==> config.mk <==
export PLATFORM = sky130hd
export DESIGN_NAME = motor_speed_pid_flat
export DESIGN_NICKNAME = d
export VERILOG_FILES = /design/src/design/msp_pkg.sv /design/src/design/msp_if.sv /design/src/design/msp_div.sv /design/src/design/msp_ctrl.sv /design/src/design/msp_dpath.sv /design/src/design/motor_speed_pid.sv /design/src/flat_wrapper.sv
export SDC_FILE = /design/constraint.sdc
export NUM_CORES = 2
export LEC_CHECK = 0
export BUFFER_PORTS_ARGS = -buffer_cell sky130_fd_sc_hd__buf_2
export CORE_MARGIN = 2
export CORE_UTILIZATION = 35
export DETAILED_ROUTE_END_ITERATION = 8
export PLACE_DENSITY_LB_ADDON = 0.2
export SLEW_MARGIN = 20
export SYNTH_ARGS = -nofsm -noshare
export SYNTH_HDL_FRONTEND = slang
export SYNTH_SLANG_ARGS = --single-unit
==> constraint.sdc <==
create_clock -name clock -period 13.78 [get_ports clock]
set_clock_uncertainty 0.05 [all_clocks]
set_input_delay 4.134 -clock clock [delete_from_list [all_inputs] [get_ports clock]]
set_output_delay 4.134 -clock clock [all_outputs]
set_load 0.02 [all_outputs]
==> src/design/msp_pkg.sv <==
`timescale 1ns / 1ps
`default_nettype none

package msp_pkg;

   localparam int MSP_NUM_MOTORS = 4;

   // field widths
   localparam int ID_W    = 2;
   localparam int TGT_W   = 8;
   localparam int PER_W   = 16;
   localparam int GAIN_W  = 8;
   localparam int SPEED_W = 14;
   localparam int CSR_IDX_W = 2;

   // datapath widths
   localparam int ERR_W     = 15;
   localparam int INTEG_W   = 24;
   localparam int DERIV_W   = 16;
   localparam int MUL_A_W   = INTEG_W + 1;
   localparam int PROD_W    = MUL_A_W + GAIN_W + 1;
   localparam int ACC_W     = PROD_W;
   localparam int DIV_W     = 16;
   localparam int DIV_CNT_W = $clog2(DIV_W + 1);
   localparam int CORR_W    = 11;
   localparam int RECIP_W   = 13;

   localparam logic [DIV_W-1:0] SPEED_NUM    = DIV_W'(10000);
   // divide by 100 as (x * 5243) >> 19, exact for every x below 43699
   localparam logic [RECIP_W-1:0] CORR_RECIP = RECIP_W'(5243);
   localparam int                 CORR_SHIFT = 19;
   // any magnitude at or above this drives the result into the clamp
   localparam logic [DIV_W-1:0] CORR_CAP     = DIV_W'(51200);

   localparam logic [INTEG_W-1:0] INTEG_MAX = {1'b0, {(INTEG_W-1){1'b1}}};
   localparam logic [INTEG_W-1:0] INTEG_MIN = {1'b1, {(INTEG_W-1){1'b0}}};

   typedef enum logic [CSR_IDX_W-1:0] {
      CSR_PROP_GAIN  = 2'd0,
      CSR_INTEG_GAIN = 2'd1,
      CSR_DERIV_GAIN = 2'd2
   } csr_idx_type;

   typedef enum logic [1:0] {
      SEL_PROP,
      SEL_INTEG,
      SEL_DERIV
   } mul_sel_type;

   typedef struct packed {
      logic        load;
      logic        speed;
      logic        update;
      logic        mul_en;
      mul_sel_type mul_sel;
      logic        acc_clr;
      logic        acc_add;
      logic        scale;
      logic        out_load;
   } msp_cmd_type;

   typedef struct packed {
      logic div_busy;
   } msp_stat_type;

endpackage

`default_nettype wire

==> src/design/msp_if.sv <==
`timescale 1ns / 1ps
`default_nettype none

interface msp_req_if import msp_pkg::*; ();
   logic             valid;
   logic             ready;
   logic [ID_W-1:0]  motor_id;
   logic [TGT_W-1:0] target_speed;
   logic [PER_W-1:0] period_count;
   logic             reverse_bit;

   modport source (output valid, motor_id, target_speed, period_count, reverse_bit,
                   input ready);
   modport sink   (input valid, motor_id, target_speed, period_count, reverse_bit,
                   output ready);
endinterface

interface msp_rsp_if import msp_pkg::*; ();
   logic               valid;
   logic               ready;
   logic [ID_W-1:0]    motor_out;
   logic [TGT_W-1:0]   drive_level;
   logic               drive_clamped;
   logic               direction;
   logic [SPEED_W-1:0] measured_speed;

   modport source (output valid, motor_out, drive_level, drive_clamped, direction,
                   measured_speed, input ready);
   modport sink   (input valid, motor_out, drive_level, drive_clamped, direction,
                   measured_speed, output ready);
endinterface

interface msp_csr_if import msp_pkg::*; ();
   logic                 valid;
   logic                 ready;
   logic [CSR_IDX_W-1:0] index;
   logic [GAIN_W-1:0]    wdata;

   modport source (output valid, index, wdata, input ready);
   modport sink   (input valid, index, wdata, output ready);
endinterface

`default_nettype wire

==> src/design/msp_div.sv <==
`timescale 1ns / 1ps
`default_nettype none

module msp_div import msp_pkg::*; (
   input  wire logic             clock,
   input  wire logic             reset,
   input  wire logic             load,
   input  wire logic [DIV_W-1:0] dividend,
   input  wire logic [DIV_W-1:0] divisor,
   output logic      [DIV_W-1:0] quotient,
   output logic                  busy
);

   logic [DIV_CNT_W-1:0] cnt_ff;
   logic [DIV_W-1:0]     rem_ff;
   logic [DIV_W-1:0]     quo_ff;
   logic [DIV_W-1:0]     dsr_ff;
   logic [DIV_W:0]       shifted;
   logic [DIV_W:0]       diff;
   logic                 fits;

   assign busy     = (cnt_ff != '0);
   assign quotient = quo_ff;

   // restoring division, one quotient bit per cycle
   always_comb begin
      shifted = {rem_ff, quo_ff[DIV_W-1]};
      fits    = (shifted >= {1'b0, dsr_ff});
      diff    = shifted - {1'b0, dsr_ff};
   end

   always_ff @(posedge clock) begin
      if (reset) begin
         cnt_ff <= '0;
      end else if (load) begin
         cnt_ff <= DIV_CNT_W'(DIV_W);
      end else if (busy) begin
         cnt_ff <= cnt_ff - 1'b1;
      end
   end

   always_ff @(posedge clock) begin
      if (load) begin
         rem_ff <= '0;
         quo_ff <= dividend;
         dsr_ff <= divisor;
      end else if (busy) begin
         rem_ff <= fits ? diff[DIV_W-1:0] : shifted[DIV_W-1:0];
         quo_ff <= {quo_ff[DIV_W-2:0], fits};
      end
   end

endmodule

`default_nettype wire

==> src/design/msp_ctrl.sv <==
`timescale 1ns / 1ps
`default_nettype none

module msp_ctrl import msp_pkg::*; (
   input  wire logic         clock,
   input  wire logic         reset,
   input  wire logic         req_valid,
   output logic              req_ready,
   output logic              rsp_valid,
   input  wire logic         rsp_ready,
   input  wire msp_stat_type stat,
   output msp_cmd_type       cmd
);

   typedef enum logic [3:0] {
      ST_IDLE,
      ST_SPEED,
      ST_UPDATE,
      ST_MUL_P,
      ST_MUL_I,
      ST_MUL_D,
      ST_ACC,
      ST_SCALE,
      ST_FINISH
   } state_type;

   state_type state_ff;
   logic      rsp_valid_ff;

   assign req_ready = (state_ff == ST_IDLE);
   assign rsp_valid = rsp_valid_ff;

   always_comb begin
      cmd = '{load: 1'b0, speed: 1'b0, update: 1'b0, mul_en: 1'b0, mul_sel: SEL_PROP,
              acc_clr: 1'b0, acc_add: 1'b0, scale: 1'b0, out_load: 1'b0};
      unique case (state_ff)
         ST_IDLE:   cmd.load   = req_valid;
         ST_SPEED:  cmd.speed  = !stat.div_busy;
         ST_UPDATE: cmd.update = 1'b1;
         ST_MUL_P: begin
            cmd.mul_en  = 1'b1;
            cmd.mul_sel = SEL_PROP;
            cmd.acc_clr = 1'b1;
         end
         ST_MUL_I: begin
            cmd.mul_en  = 1'b1;
            cmd.mul_sel = SEL_INTEG;
            cmd.acc_add = 1'b1;
         end
         ST_MUL_D: begin
            cmd.mul_en  = 1'b1;
            cmd.mul_sel = SEL_DERIV;
            cmd.acc_add = 1'b1;
         end
         ST_ACC:    cmd.acc_add = 1'b1;
         ST_SCALE:  cmd.scale   = 1'b1;
         // load the output register only once it is free or being drained
         ST_FINISH: cmd.out_load = !rsp_valid_ff || rsp_ready;
         default: ;
      endcase
   end

   always_ff @(posedge clock) begin
      if (reset) begin
         state_ff     <= ST_IDLE;
         rsp_valid_ff <= 1'b0;
      end else begin
         if (cmd.out_load) begin
            rsp_valid_ff <= 1'b1;
         end else if (rsp_ready) begin
            rsp_valid_ff <= 1'b0;
         end
         unique case (state_ff)
            ST_IDLE:   if (req_valid) state_ff <= ST_SPEED;
            ST_SPEED:  if (!stat.div_busy) state_ff <= ST_UPDATE;
            ST_UPDATE: state_ff <= ST_MUL_P;
            ST_MUL_P:  state_ff <= ST_MUL_I;
            ST_MUL_I:  state_ff <= ST_MUL_D;
            ST_MUL_D:  state_ff <= ST_ACC;
            ST_ACC:    state_ff <= ST_SCALE;
            ST_SCALE:  state_ff <= ST_FINISH;
            ST_FINISH: if (cmd.out_load) state_ff <= ST_IDLE;
            default:   state_ff <= ST_IDLE;
         endcase
      end
   end

endmodule

`default_nettype wire

==> src/design/msp_dpath.sv <==
`timescale 1ns / 1ps
`default_nettype none

module msp_dpath import msp_pkg::*; #(
   parameter int NUM_MOTORS = MSP_NUM_MOTORS
) (
   input  wire logic                 clock,
   input  wire logic                 reset,
   input  wire msp_cmd_type          cmd,
   output msp_stat_type              stat,
   input  wire logic                 csr_we,
   input  wire logic [CSR_IDX_W-1:0] csr_index,
   input  wire logic [GAIN_W-1:0]    csr_wdata,
   input  wire logic [ID_W-1:0]      req_motor_id,
   input  wire logic [TGT_W-1:0]     req_target_speed,
   input  wire logic [PER_W-1:0]     req_period_count,
   input  wire logic                 req_reverse_bit,
   output logic      [ID_W-1:0]      rsp_motor_out,
   output logic      [TGT_W-1:0]     rsp_drive_level,
   output logic                      rsp_drive_clamped,
   output logic                      rsp_direction,
   output logic      [SPEED_W-1:0]   rsp_measured_speed
);

   localparam int IDX_W = (NUM_MOTORS > 1) ? $clog2(NUM_MOTORS) : 1;

   logic [GAIN_W-1:0] pgain_ff, igain_ff, dgain_ff;

   logic [ID_W-1:0]  ch_ff;
   logic [TGT_W-1:0] tgt_ff;
   logic             rev_ff;

   logic signed [INTEG_W-1:0] integ_mem_ff [NUM_MOTORS];
   logic signed [ERR_W-1:0]   prev_mem_ff  [NUM_MOTORS];

   logic [SPEED_W-1:0]        speed_ff;
   logic signed [ERR_W-1:0]   err_ff;
   logic signed [INTEG_W-1:0] integ_ff;
   logic signed [DERIV_W-1:0] deriv_ff;
   logic signed [PROD_W-1:0]  prod_ff;
   logic signed [ACC_W-1:0]   acc_ff;
   logic                      neg_ff;
   logic [CORR_W-2:0]         corr_q_ff;

   logic [ID_W-1:0]    out_motor_ff;
   logic [TGT_W-1:0]   out_drive_ff;
   logic               out_clamp_ff;
   logic               out_dir_ff;
   logic [SPEED_W-1:0] out_speed_ff;

   logic             div_load;
   logic [DIV_W-1:0] div_dividend;
   logic [DIV_W-1:0] div_divisor;
   logic [DIV_W-1:0] div_quo;
   logic             div_busy;

   logic [ERR_W-1:0]    err_in;
   logic                ch_valid;
   logic [IDX_W-1:0]    idx;
   logic [INTEG_W-1:0]  integ_old;
   logic [ERR_W-1:0]    prev_old;
   logic [INTEG_W:0]    isum;
   logic [INTEG_W-1:0]  integ_sat;
   logic [DERIV_W-1:0]  deriv_in;
   logic                tgt_zero;

   logic signed [MUL_A_W-1:0] mul_a;
   logic signed [GAIN_W:0]    mul_b;
   logic signed [PROD_W-1:0]  mul_full;

   logic [ACC_W-1:0]         acc_mag;
   logic [DIV_W-1:0]         scale_val;
   logic [DIV_W+RECIP_W-1:0] recip_prod;
   logic [CORR_W-2:0]        corr_mag;
   logic [CORR_W-1:0]        corr;
   logic [CORR_W-1:0]        dsum;
   logic [TGT_W-1:0]         drive_in;
   logic                     clamp_in;

   assign stat.div_busy = div_busy;

   msp_div u_div (
      .clock    (clock),
      .reset    (reset),
      .load     (div_load),
      .dividend (div_dividend),
      .divisor  (div_divisor),
      .quotient (div_quo),
      .busy     (div_busy)
   );

   // the divider works out the speed; a zero period counts as one
   always_comb begin
      div_load     = cmd.load;
      div_dividend = SPEED_NUM;
      div_divisor  = (req_period_count == '0) ? DIV_W'(1) : req_period_count;
   end

   always_ff @(posedge clock) begin
      if (reset) begin
         pgain_ff <= '0;
         igain_ff <= '0;
         dgain_ff <= '0;
      end else if (csr_we) begin
         unique case (csr_idx_type'(csr_index))
            CSR_PROP_GAIN:  pgain_ff <= csr_wdata;
            CSR_INTEG_GAIN: igain_ff <= csr_wdata;
            CSR_DERIV_GAIN: dgain_ff <= csr_wdata;
            default: ;
         endcase
      end
   end

   always_comb begin
      err_in    = {{(ERR_W-TGT_W){1'b0}}, tgt_ff} - {1'b0, div_quo[SPEED_W-1:0]};
      ch_valid  = (int'(ch_ff) < NUM_MOTORS);
      idx       = IDX_W'(ch_ff);
      integ_old = ch_valid ? integ_mem_ff[idx] : '0;
      prev_old  = ch_valid ? prev_mem_ff[idx] : '0;
      isum      = {integ_old[INTEG_W-1], integ_old}
                + {{(INTEG_W+1-ERR_W){err_ff[ERR_W-1]}}, err_ff};
      // saturate on signed overflow of the running sum
      if (isum[INTEG_W] != isum[INTEG_W-1]) begin
         integ_sat = isum[INTEG_W] ? INTEG_MIN : INTEG_MAX;
      end else begin
         integ_sat = isum[INTEG_W-1:0];
      end
      deriv_in = {err_ff[ERR_W-1], err_ff} - {prev_old[ERR_W-1], prev_old};
      tgt_zero = (tgt_ff == '0);
   end

   always_ff @(posedge clock) begin
      if (reset) begin
         for (int k = 0; k < NUM_MOTORS; k++) begin
            integ_mem_ff[k] <= '0;
            prev_mem_ff[k]  <= '0;
         end
      end else if (cmd.update && ch_valid) begin
         integ_mem_ff[idx] <= tgt_zero ? '0 : integ_sat;
         prev_mem_ff[idx]  <= err_ff;
      end
   end

   always_ff @(posedge clock) begin
      if (cmd.load) begin
         ch_ff  <= req_motor_id;
         tgt_ff <= req_target_speed;
         rev_ff <= req_reverse_bit;
      end
      if (cmd.speed) begin
         speed_ff <= div_quo[SPEED_W-1:0];
         err_ff   <= err_in;
      end
      if (cmd.update) begin
         err_ff   <= tgt_zero ? '0 : err_ff;
         integ_ff <= tgt_zero ? '0 : integ_sat;
         deriv_ff <= tgt_zero ? '0 : deriv_in;
      end
   end

   // one shared multiplier takes the three terms in turn
   always_comb begin
      unique case (cmd.mul_sel)
         SEL_PROP: begin
            mul_a = {{(MUL_A_W-ERR_W){err_ff[ERR_W-1]}}, err_ff};
            mul_b = {1'b0, pgain_ff};
         end
         SEL_INTEG: begin
            mul_a = {integ_ff[INTEG_W-1], integ_ff};
            mul_b = {1'b0, igain_ff};
         end
         SEL_DERIV: begin
            mul_a = {{(MUL_A_W-DERIV_W){deriv_ff[DERIV_W-1]}}, deriv_ff};
            mul_b = {1'b0, dgain_ff};
         end
         default: begin
            mul_a = '0;
            mul_b = '0;
         end
      endcase
      mul_full = mul_a * mul_b;
   end

   always_ff @(posedge clock) begin
      if (cmd.mul_en) begin
         prod_ff <= mul_full;
      end
      if (cmd.acc_clr) begin
         acc_ff <= '0;
      end else if (cmd.acc_add) begin
         acc_ff <= acc_ff + prod_ff;
      end
      if (cmd.scale) begin
         neg_ff    <= acc_ff[ACC_W-1];
         corr_q_ff <= recip_prod[CORR_SHIFT +: CORR_W-1];
      end
   end

   // divide the magnitude so the quotient truncates toward zero
   always_comb begin
      acc_mag    = acc_ff[ACC_W-1] ? (~acc_ff + 1'b1) : acc_ff;
      scale_val  = (acc_mag >= ACC_W'(CORR_CAP)) ? CORR_CAP : acc_mag[DIV_W-1:0];
      recip_prod = {{RECIP_W{1'b0}}, scale_val} * {{DIV_W{1'b0}}, CORR_RECIP};
      corr_mag   = corr_q_ff;
      corr       = neg_ff ? (~{1'b0, corr_mag} + 1'b1) : {1'b0, corr_mag};
      dsum       = {{(CORR_W-TGT_W){1'b0}}, tgt_ff} + corr;
      if (dsum[CORR_W-1]) begin
         drive_in = '0;
         clamp_in = 1'b1;
      end else if (dsum[CORR_W-2:TGT_W] != '0) begin
         drive_in = '1;
         clamp_in = 1'b1;
      end else begin
         drive_in = dsum[TGT_W-1:0];
         clamp_in = 1'b0;
      end
   end

   always_ff @(posedge clock) begin
      if (cmd.out_load) begin
         out_motor_ff <= ch_ff;
         out_drive_ff <= drive_in;
         out_clamp_ff <= clamp_in;
         out_dir_ff   <= ~rev_ff;
         out_speed_ff <= speed_ff;
      end
   end

   assign rsp_motor_out      = out_motor_ff;
   assign rsp_drive_level    = out_drive_ff;
   assign rsp_drive_clamped  = out_clamp_ff;
   assign rsp_direction      = out_dir_ff;
   assign rsp_measured_speed = out_speed_ff;

endmodule

`default_nettype wire

==> src/design/motor_speed_pid.sv <==
// A request is taken only in the idle state, so the next one waits until the last response
// is loaded; the 16-step restoring divider gives the speed, then eight sequencer steps
// update the state, multiply and scale by a reciprocal.
// A finished response waits in the output register while the next request is taken.
// Reset (synchronous, active high) clears the gains and the per-motor integral and
// previous-error registers, and empties the output register.
`timescale 1ns / 1ps
`default_nettype none

module motor_speed_pid import msp_pkg::*; #(
   parameter int NUM_MOTORS = MSP_NUM_MOTORS
) (
   input  wire logic  clock,
   input  wire logic  reset,
   msp_req_if.sink    req_bus,
   msp_rsp_if.source  rsp_bus,
   msp_csr_if.sink    csr_bus
);

   msp_cmd_type  cmd;
   msp_stat_type stat;
   logic         req_ready;
   logic         rsp_valid;

   assign csr_bus.ready = 1'b1;
   assign req_bus.ready = req_ready;
   assign rsp_bus.valid = rsp_valid;

   msp_ctrl u_ctrl (
      .clock     (clock),
      .reset     (reset),
      .req_valid (req_bus.valid),
      .req_ready (req_ready),
      .rsp_valid (rsp_valid),
      .rsp_ready (rsp_bus.ready),
      .stat      (stat),
      .cmd       (cmd)
   );

   msp_dpath #(
      .NUM_MOTORS (NUM_MOTORS)
   ) u_dpath (
      .clock              (clock),
      .reset              (reset),
      .cmd                (cmd),
      .stat               (stat),
      .csr_we             (csr_bus.valid),
      .csr_index          (csr_bus.index),
      .csr_wdata          (csr_bus.wdata),
      .req_motor_id       (req_bus.motor_id),
      .req_target_speed   (req_bus.target_speed),
      .req_period_count   (req_bus.period_count),
      .req_reverse_bit    (req_bus.reverse_bit),
      .rsp_motor_out      (rsp_bus.motor_out),
      .rsp_drive_level    (rsp_bus.drive_level),
      .rsp_drive_clamped  (rsp_bus.drive_clamped),
      .rsp_direction      (rsp_bus.direction),
      .rsp_measured_speed (rsp_bus.measured_speed)
   );

   // never overwrite a response beat that has not been taken
   a_out_free: assert property (@(posedge clock) disable iff (reset)
      cmd.out_load |-> (!rsp_valid || rsp_bus.ready))
      else $error("output register overwritten while holding a beat");

   // no new request beat straight after one is taken
   a_one_at_a_time: assert property (@(posedge clock) disable iff (reset)
      (req_bus.valid && req_ready) |=> !req_ready)
      else $error("request taken while a tick is in progress");

   // the divider is only reloaded when idle
   a_div_idle: assert property (@(posedge clock) disable iff (reset)
      cmd.load |-> !stat.div_busy)
      else $error("divider reloaded while busy");

   a_rsp_source: assert property (@(posedge clock) disable iff (reset)
      $rose(rsp_valid) |-> $past(cmd.out_load))
      else $error("response valid without a result load");

endmodule

`default_nettype wire

==> src/flat_wrapper.sv <==
// flat-port wrapper written by rule: the top's interface ports become plain ports
module motor_speed_pid_flat import msp_pkg::*;
#(
   parameter int NUM_MOTORS = MSP_NUM_MOTORS
)
  (clock, reset, req_bus_valid, req_bus_motor_id, req_bus_target_speed, req_bus_period_count, req_bus_reverse_bit, req_bus_ready, rsp_bus_valid, rsp_bus_motor_out, rsp_bus_drive_level, rsp_bus_drive_clamped, rsp_bus_direction, rsp_bus_measured_speed, rsp_bus_ready, csr_bus_valid, csr_bus_index, csr_bus_wdata, csr_bus_ready);
  msp_req_if req_bus_i ();
  msp_rsp_if rsp_bus_i ();
  msp_csr_if csr_bus_i ();
  input  wire logic clock;
  input  wire logic reset;
  input wire logic [$bits(req_bus_i.valid)-1:0] req_bus_valid;
  input wire logic [$bits(req_bus_i.motor_id)-1:0] req_bus_motor_id;
  input wire logic [$bits(req_bus_i.target_speed)-1:0] req_bus_target_speed;
  input wire logic [$bits(req_bus_i.period_count)-1:0] req_bus_period_count;
  input wire logic [$bits(req_bus_i.reverse_bit)-1:0] req_bus_reverse_bit;
  output wire logic [$bits(req_bus_i.ready)-1:0] req_bus_ready;
  output wire logic [$bits(rsp_bus_i.valid)-1:0] rsp_bus_valid;
  output wire logic [$bits(rsp_bus_i.motor_out)-1:0] rsp_bus_motor_out;
  output wire logic [$bits(rsp_bus_i.drive_level)-1:0] rsp_bus_drive_level;
  output wire logic [$bits(rsp_bus_i.drive_clamped)-1:0] rsp_bus_drive_clamped;
  output wire logic [$bits(rsp_bus_i.direction)-1:0] rsp_bus_direction;
  output wire logic [$bits(rsp_bus_i.measured_speed)-1:0] rsp_bus_measured_speed;
  input wire logic [$bits(rsp_bus_i.ready)-1:0] rsp_bus_ready;
  input wire logic [$bits(csr_bus_i.valid)-1:0] csr_bus_valid;
  input wire logic [$bits(csr_bus_i.index)-1:0] csr_bus_index;
  input wire logic [$bits(csr_bus_i.wdata)-1:0] csr_bus_wdata;
  output wire logic [$bits(csr_bus_i.ready)-1:0] csr_bus_ready;
  assign req_bus_i.valid = req_bus_valid;
  assign req_bus_i.motor_id = req_bus_motor_id;
  assign req_bus_i.target_speed = req_bus_target_speed;
  assign req_bus_i.period_count = req_bus_period_count;
  assign req_bus_i.reverse_bit = req_bus_reverse_bit;
  assign req_bus_ready = req_bus_i.ready;
  assign rsp_bus_valid = rsp_bus_i.valid;
  assign rsp_bus_motor_out = rsp_bus_i.motor_out;
  assign rsp_bus_drive_level = rsp_bus_i.drive_level;
  assign rsp_bus_drive_clamped = rsp_bus_i.drive_clamped;
  assign rsp_bus_direction = rsp_bus_i.direction;
  assign rsp_bus_measured_speed = rsp_bus_i.measured_speed;
  assign rsp_bus_i.ready = rsp_bus_ready;
  assign csr_bus_i.valid = csr_bus_valid;
  assign csr_bus_i.index = csr_bus_index;
  assign csr_bus_i.wdata = csr_bus_wdata;
  assign csr_bus_ready = csr_bus_i.ready;
  motor_speed_pid #(.NUM_MOTORS(NUM_MOTORS)) u_core (.clock(clock), .reset(reset), .req_bus(req_bus_i), .rsp_bus(rsp_bus_i), .csr_bus(csr_bus_i));
endmodule
* Word level (Yosys, flattened, before mapping)
Memories as Yosys holds them, arrays and structs flattened. A register that Yosys moved wholly into a read port is not among the register bits.
Index checks and enable logic that the tools add are counted.
** Cells by class
- Add/sub/neg operators :: 9
- Multipliers :: 2
- Order comparisons :: 2
- Equality and inequality tests :: 17
- Muxes and demuxes :: 43
- Bitwise logic cells :: 3
- Reductions and logical operators :: 22
** Operator list (number)
- $mux 24 :: 4
- $pmux 25 s3 :: 1
- $mux 15 :: 4
- $pmux 4 s9 :: 1
- $add 34x1->34 const B :: 1
- $add 34x34->34 :: 1
- $ge 34x16->1 const B :: 1
- $mul 25x9->34 :: 1
- $mux 34 :: 1
- $not 34->34 :: 1
- $mux 16 :: 2
- $mul 16x13->29 const B :: 1
- $add 24x15->25 :: 1
- $pmux 8 s3 :: 1
- $reduce_or 24->1 :: 1
- $ge 17x16->1 :: 1
- $mux 1 :: 17
- $eq 4x3->1 const B :: 4
- $logic_not 16->1 :: 1
- $sub 15x15->16 :: 1
- $sub 16x16->16 :: 1
- $reduce_or 15->1 :: 1
- $sub 8x14->15 :: 1
- $mux 4 :: 3
- other kinds (29) :: 46
** Storage, ports and cells
- Flip-flop bits (word level) :: 267
- Bits in writable memories :: 156
- Logic and storage cells :: 126
- Memories :: 2
** Memories
- u_core.u_dpath.integ_mem_ff :: depth 4, bits a word 24, read ports 1, clocked after Yosys merged registers in 1, write ports 4, line msp_dpath.sv:33 : logic signed [INTEG_W-1:0] integ_mem_ff [NUM_MOTORS];
- u_core.u_dpath.prev_mem_ff :: depth 4, bits a word 15, read ports 1, clocked after Yosys merged registers in 1, write ports 4, line msp_dpath.sv:34 : logic signed [ERR_W-1:0] prev_mem_ff [NUM_MOTORS];

* Logic depth before layout (Yosys ltp)
- Word-level depth :: 7
- Mapped depth :: 37
- Depth with buffers taken out :: 34

* Cells and area by module
A second synthesis with hierarchy kept.
** Unflattened totals
- Cells, all modules :: 3308
- Area total of the unflattened synthesis :: 33383.3 sq um
** By module, submodules not included
- msp_dpath :: instances 1, cells each 2988, area each 30075.1 sq um, sequential area each 10420.0 sq um
- msp_div :: instances 1, cells each 275, area each 2941.6 sq um, sequential area each 1381.3 sq um
- msp_ctrl :: instances 1, cells each 43, area each 355.3 sq um, sequential area each 100.1 sq um
- motor_speed_pid :: instances 1, cells each 2, area each 11.3 sq um, sequential area each 0.0 sq um

* Worst setup path before layout
No wires, ideal clock.
- Path kind :: register to register
- Start :: register u_core.u_dpath.acc_ff[6]
- End :: register u_core.u_dpath.corr_q_ff[9], in the netlist u_core.u_dpath.corr_mag[9], data pin
- Library setup time :: 258 ps
- Data arrival time :: 7637 ps
- Data required time :: 13472 ps
- Path slack :: 5836 ps
- Stages on the path, launching flop included :: 34
- Clock period less this slack :: 7944 ps
- Cell sequence :: dfxtp_1 > nor4_4 > nand4_4 > nor4_4 > mux2_1 > a2111o_1 > nand4bb_1 > clkbuf_1 > clkbuf_1 > inv_1 > nand2_1 > inv_1 > fa_1 > inv_1 > ha_1 > inv_1 > fa_1 > inv_1 > fa_1 > inv_1 > fa_1 > inv_1 > ha_1 > and4_1 > nand3_1 > nor2_1 > and3_1 > a31o_2 > a41oi_2 > a31oi_2 > and2_4 > a311o_2 > o31a_1 > xnor2_1
** Between the ends
- Word-level cells in the longest chain between the ends :: 6
** Ends and longest elaborated chain
- start: declaration :: line msp_dpath.sv:41 : logic signed [ACC_W-1:0] acc_ff;
- start signal: assignment :: line msp_dpath.sv:191 : acc_ff <= acc_ff + prod_ff;
- $not 34->34 :: line msp_dpath.sv:201 : acc_mag = acc_ff[ACC_W-1] ? (~acc_ff + 1'b1) : acc_ff;
- $add 34x1->34 :: line msp_dpath.sv:201
- $mux 34 * :: line msp_dpath.sv:201
- $ge 34x16->1 :: line msp_dpath.sv:202 : scale_val = (acc_mag >= ACC_W'(CORR_CAP)) ? CORR_CAP : acc_mag[DIV_W-1:0];
- $mux 16 * :: line msp_dpath.sv:202
- $mul 16x13->29 * :: line msp_dpath.sv:203 : recip_prod = {{RECIP_W{1'b0}}, scale_val} * {{DIV_W{1'b0}}, CORR_RECIP};
- named net u_core.u_dpath.recip_prod[28] :: line msp_dpath.sv:73 : logic [DIV_W+RECIP_W-1:0] recip_prod;
- end signal: assignment :: line msp_dpath.sv:195 : corr_q_ff <= recip_prod[CORR_SHIFT +: CORR_W-1];
- end: declaration :: line msp_dpath.sv:43 : logic [CORR_W-2:0] corr_q_ff;
The timed path passes the listed nets; every way through them passes the cells marked *.
A chain may end at the register's enable or synchronous reset.

* Worst setup path in the final report
- Start :: register u_core.u_dpath.acc_ff[2]
- End :: register u_core.u_dpath.corr_q_ff[9], in the netlist u_core.u_dpath.corr_mag[9], data pin
The elaborated chain is that of the path after synthesis.

==> results.py <==
metrics = {
    "status": {
        "status": "complete, no violations",
    },
    "critical_path": {
        "crit_fanout": 40,
        "startpoint_type": "flop",
        "worstSetupPathType": "reg -> reg",
        "cpMostUsedCell": "inv_1",
        "crit_path_end_kind": "flop",
        "critPathSlowestCell": "nor4_4",
        "crit_required_ns": 14.09,
        "cp_slowest_stage_delay_ns": 0.68,
        "arrival_ns": 8.93,
    },
    "synth": {
        "yosysSeqAreaShare_pct": 35.8,
        "syn_area_per_cell_um2": 10.1,
        "syn_nets": 3800,
        "synthTopCellsByArea": "edfxtp_1 (30%), fa_1 (14%), ha_1 (11%)",
        "synth-edff-count": 323,
        "syn_inst": 3259,
        "async_flop_share_pct": 0,
        "synth_area_um2": 32800,
        "netlist.area_leader.share_pct": 29.6,
        "ys_ff_latch": 425,
        "synth-main-ff-cell": "edfxtp_1",
        "yosys.area.top_type": "edfxtp_1",
        "synth_cell_types": 88,
        "yosysWarnings": 0,
    },
    "routing": {
        "drc": 0,
        "antenna_left": 0,
        "wl_um": 75900,
        "first_pass_iters": 5,
        "vias": 22400,
        "drt_iter0_markers": 1350,
        "vias_per_cell": 4.89,
        "wl_per_cell_um": 16.6,
    },
    "finish": {
        "multiInputGateArea_um2": 19000,
        "nets": 3821,
        "area_growth_pct": 10.7,
        "drive_gt1_share_pct": 8.49,
        "layout_commonest_cell": "nor2_1",
        "regArea_um2": 11700,
        "nFillCells": 9294,
        "mostFrequentLayoutCells": "nor2_1 (461), inv_1 (416), edfxtp_1 (323)",
    },
    "global_routing": {
        "overflow": 0,
        "antenna_found_initial": 3,
        "grt_pass1_wl_um": 122000,
        "grt_max_degree": 60,
        "track_usage_pct": 15.9,
        "grt_pass1_vias": 22400,
    },
    "clocking": {
        "cts_resized": 0,
        "root_buffer": "clkbuf_16",
        "cts_setup_buffers": 0,
        "cts_tree": "built",
        "clkSlewWorstSetupHoldPaths_ns": 0.06,
        "clock_path_buffers": 3,
        "cts_sinks": 425,
        "hold_buffers": 0,
        "h-tree-depth": 2,
        "cts_buffers": 49,
        "clock_latency_ns": 0.61,
    },
    "floorplanning": {
        "io_pins": 71,
        "dieArea_um2": 96000,
        "fp.dieH_um": 310,
        "num_rows": 112,
        "start_util_pct": 35.2,
        "die_w_um": 310,
        "coreArea_um2": 93000,
    },
    "place": {
        "port_buffers": 69,
        "globalplace.congestion": 0.836,
        "dp_hpwl_um": 57900,
    },
    "pwr": {
        "finalPower_uw": 6160,
        "p_leak_uw": 0.0160,
        "sequentialPowerShare_pct": 31.4,
        "switching_power_uw": 2510,
        "comb_power_share_pct": 45.7,
        "clockPowerShare_pct": 22.9,
        "p_sw_share_pct": 40.8,
        "p_int_uw": 3650,
        "peakVddDrop_mv": 0.0891,
        "power-per-cell-area_nw_per_um2": 170,
    },
    "timing": {
        "slew_viol_final": 0,
        "fmax_mhz": 116,
        "setup_viol": 0,
        "rsz0062_at_grt": "false",
        "fin_crit_sh_pct": 62.6,
        "hold_viol": 0,
        "whs_ns": 0.368,
        "relSlewSlack_pct": 27.8,
        "tns_ns": 0,
        "min_period_ns": 8.63,
        "worst_pin_slew_ns": 1.07,
    },
    "worst_hold_path": {
        "hold_class": "reg -> reg",
    },
    "run": {
        "cap_violations": 0,
    },
}
layer usage:
metal | vias to the layer above | GRT usage [%] | part of all wire (%)
met4 | 0 | 3.45 | 1.8
met5 | - | 0 | 0
met1 | 10800 | 22.4 | 48
met2 | 311 | 26.3 | 47
li1 | 11200 | - | -
met3 | 84 | 1.84 | 3.4
cells in the mapped netlist, types with 12 or more instances:
master / number
nor2_1: 463
inv_1: 416
edfxtp_1: 323
ha_1: 276
fa_1: 223
nand2_1: 213
a21oi_1: 127
xnor2_1: 112
clkbuf_1: 110
dfxtp_1: 102
and2_1: 74
o21ai_0: 73
nor3_1: 61
xor2_1: 50
a21o_1: 44
nand2b_1: 43
mux2i_1: 41
mux4_2: 39
nand3_1: 36
a22o_1: 34
nor2b_1: 31
and3_1: 25
nor4_1: 25
o21a_1: 21
a21boi_0: 18
a31oi_1: 18
or2_2: 17
or3_1: 17
a211oi_1: 16
a221o_1: 16
o21bai_1: 16
a221oi_1: 15
nand4_1: 15
buf_1: 14
o31ai_1: 12
per-stage QoR:
step                cell area (µm²)  setup WS [ns]  util (%)  std cells
detailed placement            34500           5.17      37.1       4483
CTS                           36200           5.13      39.0       4574
global placement              34500           5.25      37.1       4483
global route                  36200           4.53      39.0       4574
finish                        36200           5.15      39.0       4576
floorplan                     32800           5.84         -       3259
worst max-delay path, delay by kind of cell, from the launching register on:
kind	cells	cell delay, ns
and+or+nand+nor	10	2.69
adders and majority gates	6	2.61
AOI/OAI and AO/OA	6	1.63
buffers and inverters	6	0.52
DFF	1	0.41
muxes	1	0.34
xor gates and xnor gates	1	0.13
state kept, by name, summed over array words and instances, names as in the netlist, 10 cells and up, named ones only:
signal,flops
u_core.u_dpath.integ_mem_ff,96
u_core.u_dpath.prev_mem_ff,60
u_core.u_dpath.acc_ff,34
u_core.u_dpath.prod_ff,34
u_core.u_dpath.integ_ff,24
u_core.u_dpath.deriv_ff,16
u_core.u_dpath.u_div.dsr_ff,16
u_core.u_dpath.u_div.quotient,16
u_core.u_dpath.u_div.rem_ff,16
u_core.u_dpath.err_ff,15
u_core.u_dpath.rsp_measured_speed,14
u_core.u_dpath.speed_ff,14
u_core.u_dpath.corr_mag,10
cells by family after synthesis:
kind of cell	count (synthesis)	synth area share (%)
DFF	425	35.8
and+or+nand+nor	1059	15.1
AOI/OAI and AO/OA	482	10.1
xor gates and xnor gates	162	4.33
adders and majority gates	501	24.2
buffers and inverters	547	6.31
other	1	0.0114
muxes	82	4.00
path summary, 6_finish.rpt:
kind                                              start                                             end  slack (ns)  depth (start not counted)
setup / recovery  u_core.u_dpath.acc_ff[2]$_SDFFE_PP0P_            u_core.u_dpath.corr_mag[9]$_DFFE_PP_        5.15                         30
hold / removal     u_core.u_dpath.speed_ff[4]$_DFFE_PP_  u_core.u_dpath.rsp_measured_speed[4]$_DFFE_PP_        0.37                          0
setup reg to reg  u_core.u_dpath.acc_ff[2]$_SDFFE_PP0P_            u_core.u_dpath.corr_mag[9]$_DFFE_PP_        5.15                         30
hold reg to reg    u_core.u_dpath.speed_ff[4]$_DFFE_PP_  u_core.u_dpath.rsp_measured_speed[4]$_DFFE_PP_        0.37                          0
power by group through the flow:
stage               Sequential [µW]  Combinational, µW  Clock [µW]
floorplan                      1840               2230           0
global placement               1960               2820           0
detailed placement             1960               2830           0
CTS                            1930               2840        1450
global route                   1970               3170        1500
finish                         1930               2810        1410
layout make-up:
| cell class | instances | area share, % |
|---|---|---|
| clock buffer | 55 | 3.50 |
| tap | 1254 | 4.33 |
| antenna | 2 | 0.0138 |
| clock inverter | 36 | 1.31 |
| inverter | 417 | 4.32 |
| multi-input combinational | 2287 | 52.5 |
| timing repair buffer | 100 | 1.59 |
| sequential | 425 | 32.4 |
Note: power is estimated with default switching activity, not from simulation.
